$ cat src/rtl/core/ppw_pkg.sv
// Shared types and constants for the projective pixel warp.
`timescale 1ns / 1ps
`default_nettype none
package ppw_pkg;
  localparam int SUM_W = 50;
  localparam int COEF_W = 32;
  localparam int OFFS_W = 48;
  localparam int DIM_W = 13;
  localparam int COORD_W = 12;
  localparam int ADDR_W = 6;

  // register byte addresses
  localparam logic [ADDR_W-1:0] REG_ROW0_LIN = 6'd0;
  localparam logic [ADDR_W-1:0] REG_ROW0_OFF = 6'd8;
  localparam logic [ADDR_W-1:0] REG_ROW1_LIN = 6'd16;
  localparam logic [ADDR_W-1:0] REG_ROW1_OFF = 6'd24;
  localparam logic [ADDR_W-1:0] REG_ROW2_LIN = 6'd32;
  localparam logic [ADDR_W-1:0] REG_ROW2_OFF = 6'd40;
  localparam logic [ADDR_W-1:0] REG_CANVAS_W = 6'd48;
  localparam logic [ADDR_W-1:0] REG_CANVAS_H = 6'd56;

  // dividend and divisor state handed along the divider chain
  typedef struct packed {
    logic              vld;
    logic              neg;      // quotient sign
    logic [SUM_W-1:0]  rem;      // partial remainder
    logic [SUM_W-1:0]  quo;      // dividend shifting out / quotient shifting in
  } div_lane_t;

  typedef struct packed {
    logic [SUM_W-1:0]  dmag;     // |W|
    logic              wz;       // W is zero
    logic [DIM_W-1:0]  cw;
    logic [DIM_W-1:0]  ch;
  } div_ctl_t;
endpackage
`default_nettype wire

$ cat src/rtl/core/ppw_div_cell.sv
// One restoring-division step cell: one quotient bit for X and Y lanes.
`timescale 1ns / 1ps
`default_nettype none
module ppw_div_cell #(
  parameter int PIX_W = 24
) (
  input  wire                 clk,
  input  wire                 rst_n,
  input  wire                 adv,
  input  ppw_pkg::div_lane_t  x_i,
  input  ppw_pkg::div_lane_t  y_i,
  input  ppw_pkg::div_ctl_t   ctl_i,
  input  wire  [PIX_W-1:0]    pix_i,
  output ppw_pkg::div_lane_t  x_o,
  output ppw_pkg::div_lane_t  y_o,
  output ppw_pkg::div_ctl_t   ctl_o,
  output logic [PIX_W-1:0]    pix_o
);
  localparam int W = ppw_pkg::SUM_W;
  ppw_pkg::div_lane_t x_r, y_r, x_nxt, y_nxt;
  ppw_pkg::div_ctl_t  ctl_r;
  logic [PIX_W-1:0]   pix_r;

  function automatic ppw_pkg::div_lane_t step(ppw_pkg::div_lane_t a, logic [W-1:0] d);
    ppw_pkg::div_lane_t r;
    logic [W:0] t;
    r = a;
    t = {a.rem, a.quo[W-1]};
    if (t >= {1'b0, d}) begin
      t = t - {1'b0, d};
      r.quo = {a.quo[W-2:0], 1'b1};
    end else begin
      r.quo = {a.quo[W-2:0], 1'b0};
    end
    r.rem = t[W-1:0];
    return r;
  endfunction

  // one shift-subtract step per cell
  always_comb begin
    x_nxt = step(x_i, ctl_i.dmag);
    y_nxt = step(y_i, ctl_i.dmag);
  end

  always_ff @(posedge clk) begin
    if (!rst_n) begin
      x_r.vld <= 1'b0;
    end else if (adv) begin
      x_r.vld <= x_i.vld;
    end
    if (adv) begin
      x_r.neg <= x_nxt.neg; x_r.rem <= x_nxt.rem; x_r.quo <= x_nxt.quo;
      y_r <= y_nxt;
      ctl_r <= ctl_i;
      pix_r <= pix_i;
    end
  end

  assign x_o   = x_r;
  assign y_o   = y_r;
  assign ctl_o = ctl_r;
  assign pix_o = pix_r;
endmodule
`default_nettype wire

$ cat config.mk
export PLATFORM = sky130hd
export DESIGN_NAME = ppw_div_cell
export DESIGN_NICKNAME = d
export VERILOG_FILES = /design/src/rtl/core/ppw_pkg.sv /design/src/rtl/core/ppw_div_cell.sv
export SDC_FILE = /design/constraint.sdc
export NUM_CORES = 1
export LEC_CHECK = 0
export ABC_CLOCK_PERIOD_IN_PS = 4500
export BUFFER_PORTS_ARGS = -buffer_cell sky130_fd_sc_hd__buf_2
export CORE_AREA = 2 2 241 243
export CTS_CLUSTER_DIAMETER = 150
export CTS_CLUSTER_SIZE = 25
export DETAILED_ROUTE_END_ITERATION = 16
export DIE_AREA = 0 0 243 245
export HOLD_SLACK_MARGIN = 0.06
export SKIP_CTS_REPAIR_TIMING = 1
export SLEW_MARGIN = 20
export SYNTH_ARGS = -nofsm -noshare
export SYNTH_HDL_FRONTEND = slang
export SYNTH_SLANG_ARGS = --single-unit
$ cat constraint.sdc
create_clock -name clk -period 4.5 [get_ports clk]
set_input_delay 0.9 -clock clk [delete_from_list [all_inputs] [get_ports clk]]
set_output_delay 0.9 -clock clk [all_outputs]
set_load 0.02 [all_outputs]
* After elaboration in Yosys (flattened, before gate mapping)
Index checks and enable logic that the tools add are counted.
Word-level totals: register bits 305, input bits 308, output and inout bits 305, word-level logic and storage cells 21
Cells by class: magnitude comparators 2, multiplexer cells 4, add/subtract/negate cells 2
Operators with widths (number):
- 51-bit by 50-bit >= comparator with 1-bit output | 2
- 50-bit 2-to-1 mux | 2
- 50-bit subtractor | 2
- 1-bit 2-to-1 mux | 2

* Logic depth before layout (Yosys ltp)
Gate-level depths: netlist of the first run.
depth after elaboration 2, mapped depth 16, gate-level depth less buffers 14

* Least setup slack after synthesis of the first run
No wires, ideal clock.
path type in2reg, start input y_i[49] in the netlist's numbering, end register y_r, in the netlist y_o[94] (data pin), library setup time 0.260 ns, path slack 0.567 ns, arrival time 3.672 ns, cell stages on the path 14, cells stage by stage inv_1 -> ha_1 -> inv_1 -> fa_1 -> a211oi_2 -> o211ai_1 -> a32o_1 -> a31oi_1 -> o21bai_2 -> a21bo_2 -> a31oi_4 -> o21ai_0 -> xor2_1 -> mux2_4
RTL lines:
- start, declared | RTL line ppw_div_cell.sv:11 | input ppw_pkg::div_lane_t y_i,
- end signal, assigned | RTL line ppw_div_cell.sv:53 | y_r <= y_nxt;
- end, declared | RTL line ppw_div_cell.sv:20 | ppw_pkg::div_lane_t x_r, y_r, x_nxt, y_nxt;

==> reports/results.ini, run 1 <==
[hold_path]
min_path_type=input pin to register

[worst_setup_path]
slowest_delay_ns=0.56
path_class=input pin to register
cp.arrival_ns=4.15
crit_family=compound AO/OA/AOI/OAI gates
cp.buffers_inverters=3
critPathMaxFanout=7
r2r_setup_slack_ns=3.87
critPathRequiredTime_ns=4.82
cpMaxStageDelayCell=o41ai_1
cp_cell_sequence=buf_2 > inv_1 > ha_1 > nand4_1 > nor2_2 > and3_1 > o211ai_2 > a311oi_2 > nor2_1 > o41ai_1 > buf_4 > a31oi_1 > xnor2_1 > mux2_2
critPathLaunchType=input pin
end_kind=register

[floorplanning]
num_rows=88
die_w_microns=243
dieArea_sq_um=59500
core_sq_um=57000
ios=613
start_util_pct=28.9
die-height_microns=245

[routing]
dr.pass1.iters=6
via_count=13225
wl_microns=60200
dr.first_iter.drc_count=782
drtAntennaViolNets=0
routedWlPerCell_microns=21.8
drc=0
vias_per_cell=4.80

[placed_design]
gp_congestion=0.872
portBuffers=612
hpwl_microns=49900

[status]
status=finished clean

[clock_tree]
clk_pin_slew_ns=0.12
h-tree-depth=1
cts_tree=yes
cts_buffers=17
clock_tree.root_cell=clkbuf_16
cts_sinks=305
clk_latency_ns=0.54
clockBufferDepth=3

[logic_synthesis]
synth_edf_count=304
synth_top_cells_by_area=edfxtp_1 (55%), ha_1 (7.6%), a21oi_1 (4.2%)
yosys_warnings=0
synthMuxAreaShare_pct=5.51
synthFlopType=edfxtp_1
synth.net_count=1749
synthTopCellsByCount=edfxtp_1 (304), a21oi_1 (140), ha_1 (100)
synth_top_family_by_area=compound AO/OA/AOI/OAI gates
synth_fa_ha_area_share_pct=7.83
synth_most_common_cell=edfxtp_1
ys_seq_area_share_pct=55.4
yosysTopAreaCell=edfxtp_1
synth_top_area_share_pct=55.3
syn_area_per_cell_sq_um=12.3
ys_types=83
synthArstFlopShare_pct=0
syn_inst=1339
synth_compound_area_share_pct=13.8
syn_area_sq_um=16500
synth_xor_xnor_area_share_pct=4.78
synth_seq_cells=305
synthSimpleGateAreaFrac_pct=8.65

[sta]
setup_violations=0
period_share_pct=85.1
final.setup_skew_ns=0
tightest_slew_ns=0.836
relSlewSlack_pct=44.3
tns_ns=0
period_minus_slack_ns=3.83
final-max-slew-violation-count=0
rsz0062_at_grt=false
fmax_mhz=261
hold_violations=0

[pwr]
irDropWorstVdd_uv=285
power_mw=7.59
power.density_nw_per_um2=358
leakage_nw=9.27

[grt]
grtUsageTotal_pct=19.0
globalRouteOverflowTotal=0
grt_pass1_wl_microns=84600
grt_pass1_vias=12874
grt_start_max_net_pins=100
antenna_found_initial=18

[final_layout]
drive_gt1_share_pct=39.8
area_growth_pct=28.5
fin_nets=2389

[flow_run]
cap_violations=0

[flip-flops by register name (all words and copies together) (netlist names)]
name	count
y_o	102
x_o	102
ctl_o	77
pix_o	24
[power breakdown]
part,switching (mW),internal [mW]
clock network,1.00,0.730
registers,0.0945,3.49
logic,1.38,0.890
total,2.48,5.11
[per-stage QoR]
stage | std cells | area, sq um | hold slack [ns] | worst slack [ns] | utilization (%)
2_1_floorplan | 1339 | 16500 | 0.589 | 0.567 | -
3_3_place_gp | 2725 | 20700 | 0.493 | 0.139 | 36.2
3_5_place_dp | 2725 | 20700 | 0.535 | 0.126 | 36.2
4_1_cts | 2753 | 21200 | 0.475 | 0.718 | 37.1
5_1_grt | 2758 | 21200 | 0.481 | 0.514 | 37.2
6_report | 2758 | 21200 | 0.513 | 0.670 | 37.2
[placed cells by master, fill, tap and decap left out, types with 33 or more instances in the layout]
cell,n
a21o_1,45
mux2_4,46
nand2_1,74
ha_1,100
buf_2,611
xnor2_1,57
nor2_1,87
a21oi_1,140
edfxtp_1,304
o21ai_0,57
inv_1,85
xor2_1,33
buf_4,47
[path summary, 6_finish.rpt]
path | startpoint | to | depth (start not counted)
max | ctl_i[47] | y_o[99] | 14
min | y_i[15] | y_o[16] | 1
max reg2reg | x_o[101] | x_o[101] | 2
min reg2reg | x_o[101] | x_o[101] | 2
[per-layer routing]
| metal | part of all wire, % | global-route usage (%) |
|---|---|---|
| met1 | 41 | 23.3 |
| met2 | 51 | 33.9 |
| met3 | 5.6 | 3.66 |
| met4 | 2.5 | 5.50 |
| met5 | 0.15 | 0 |
[layout make-up]
cell class                      count  area (sq um)
Timing Repair Buffer              665          3550
Multi-Input combinational cell    905          6700
Clock buffer                       22           444
Clock inverter                      6          68.8
Fill cell                        5729         35800
Sequential cell                   305          9150
Antenna cell                        5          12.5
Tap cell                          765           957
Inverter                           85           319
[cell families after synthesis]
kind of cell / count (synthesis)
compound gates: 355
flops: 305
simple gates: 292
buf+inv: 129
fa+ha+maj: 102
xor+xnor: 90
mux: 66
(Power assumes the default switching activity.)
==> inputs of run 2 (changes only) <==
ABC_AREA = 1   (was unset)
==> run 2 against run 1 <==
Critical path depth unchanged. Register-to-register slack about the same. Area after synthesis increased by 20%. Sequential cell count unchanged. Clock power about the same. Worst setup slack improved by 0.74 ns. Worst hold slack improved by 0.0029 ns. Clock-buffer cell count decreased by 1. Core utilization increased by 5.4 points. Combinational power increased by 7%. First-iteration DRC count increased by 37%. Largest power group unchanged.
==> reports/results.ini, run 2 <==
[floorplanning]
core_sq_um=57000
die-height_microns=245
die_w_microns=243
num_rows=88
ios=613
start_util_pct=34.7
dieArea_sq_um=59500

[logic_synthesis]
synth_most_common_cell=nand2_1
yosys_warnings=0
synthArstFlopShare_pct=0
synth_seq_cells=305
synth.net_count=2932
syn_area_per_cell_sq_um=7.85
synth_top_cells_by_area=edfxtp_1 (46%), nand2_1 (17%), inv_1 (10%)
ys_types=41
ys_seq_area_share_pct=46.2
synthFlopType=edfxtp_1
syn_area_sq_um=19800
synth_edf_count=304
syn_inst=2522
synth_top_area_share_pct=46.1
yosysTopAreaCell=edfxtp_1
synthTopCellsByCount=nand2_1 (910), inv_1 (529), edfxtp_1 (304)

[pwr]
irDropWorstVdd_uv=251
leakage_nw=12.8
power.density_nw_per_um2=317

[final_layout]
final_common_cell=nand2_1
final_core_util_pct=42.6
seqCellArea_sq_um=9150
fin_nets=3551
final_cell_mix=nand2_1 (910), buf_2 (611), inv_1 (529)
multi_input_area_sq_um=8390
drive_gt1_share_pct=23.2
fillers=6073
area_growth_pct=22.7

[routing]
vias_per_cell=4.73
dr.pass1.iters=6
dr.first_iter.drc_count=1072
wl_microns=77700
via_count=18519
drtAntennaViolNets=0
routedWlPerCell_microns=19.9
drc=0

[sta]
rsz0062_at_grt=false
setup_violations=0
period_share_pct=68.6
hold_violations=0
tns_ns=0
fin_ws_ns=1.41
fmax_mhz=324
final.setup_skew_ns=0
period_minus_slack_ns=3.09
tightest_slew_ns=0.859
relSlewSlack_pct=42.7
final-max-slew-violation-count=0

[worst_setup_path]
cp.arrival_ns=3.50
critPathLaunchType=input pin
end_kind=register
critPathRequiredTime_ns=4.91
r2r_cells=2
path_class=input pin to register
critPathMaxFanout=36

[grt]
globalRouteOverflowTotal=0
grtUsageTotal_pct=25.2
grt_pass1_wl_microns=112000
antenna_found_initial=5
grt_pass1_vias=18043
grt_start_max_net_pins=100

[clock_tree]
h-tree-depth=1
clock_tree.root_cell=clkbuf_16
cts_tree=yes
cts_sinks=305
clk_latency_ns=0.52
clockBufferDepth=3
cts_buffers=16
clk_pin_slew_ns=0.11

[hold_path]
min_path_type=input pin to register
whs_path_depth=1

[placed_design]
dp_slack_ns=0.930
gp_congestion=0.955
hpwl_microns=66500
portBuffers=612

[status]
status=finished clean

[flow_run]
cap_violations=0

run 2: changes by cell type after synthesis, moves of 24 or more:
cell / change
nand2_1: +836
inv_1: +444
nor2_1: +84
a21oi_1: -83
nand3_1: +66
xnor2_1: -57
mux2_4: -46
a21o_1: -45
nand4_1: +37
nand3b_1: +29
nand3_2: +25
xor2_1: +24
run 2: worst max-delay path, stage by stage:
cell,delay (ns)
buf_2,0.10
inv_1,0.10
ha_1,0.40
nand2_1,0.15
nor2_1,0.20
inv_1,0.10
nor2_1,0.23
nand2_1,0.14
nor2_1,0.14
nand2_2,0.09
nand3_4,0.08
buf_4,0.44
nand3_1,0.25
nand2_1,0.12
run 2: worst paths after layout:
check	from	to	slack, ns
max	ctl_i[67]	x_o[99]	1.41
min reg2reg	x_o[101]	x_o[101]	0.55
max reg2reg	x_o[101]	x_o[101]	3.86
min	y_i[46]	y_o[47]	0.52
run 2: cell type report:
| cell class | instances | area share, % |
|---|---|---|
| Antenna cell | 2 | 0.0206 |
| Clock inverter | 3 | 0.211 |
| Multi-Input combinational cell | 1645 | 34.6 |
| Timing Repair Buffer | 629 | 13.3 |
| Clock buffer | 21 | 1.81 |
| Sequential cell | 305 | 37.7 |
| Tap cell | 765 | 3.94 |
| Inverter | 544 | 8.41 |
run 2: cells by family (layout without fill, tap and decap cells):
logic type	count (synthesis)	in the layout	synth area share, %
AOI/OAI and AO/OA	135	135	3.70
xor gates and xnor gates	57	57	2.52
adders and majority gates	102	102	6.52
buffers and inverters	572	1197	11.4
DFF	305	305	46.2
other	0	2	0
and+or+nand+nor	1351	1351	29.7
run 2: where the power goes:
group | internal (mW) | switching (mW)
clock network | 0.760 | 0.937
logic | 0.751 | 1.68
registers | 3.48 | 0.0892
run 2: per-layer routing:
metal | GRT usage (%) | wire (microns) | vias to the layer above
li1 | - | - | 9142
met1 | 27.8 | 29500 | 8606
met2 | 48.1 | 40700 | 627
met3 | 3.38 | 3950 | 140
met4 | 10.8 | 3520 | 4
met5 | 0 | 26 | -
run 2: stage by stage:
| step | hold WS [ns] | total power, mW | cells | area [sq um] |
|---|---|---|---|---|
| floorplan | 0.606 | 5.07 | 2522 | 19800 |
| global placement | 0.533 | 6.07 | 3888 | 23800 |
| detailed placement | 0.522 | 6.07 | 3888 | 23800 |
| CTS | 0.491 | 7.77 | 3912 | 24300 |
| global route | 0.491 | 8.10 | 3913 | 24300 |
| finish | 0.516 | 7.70 | 3914 | 24300 |
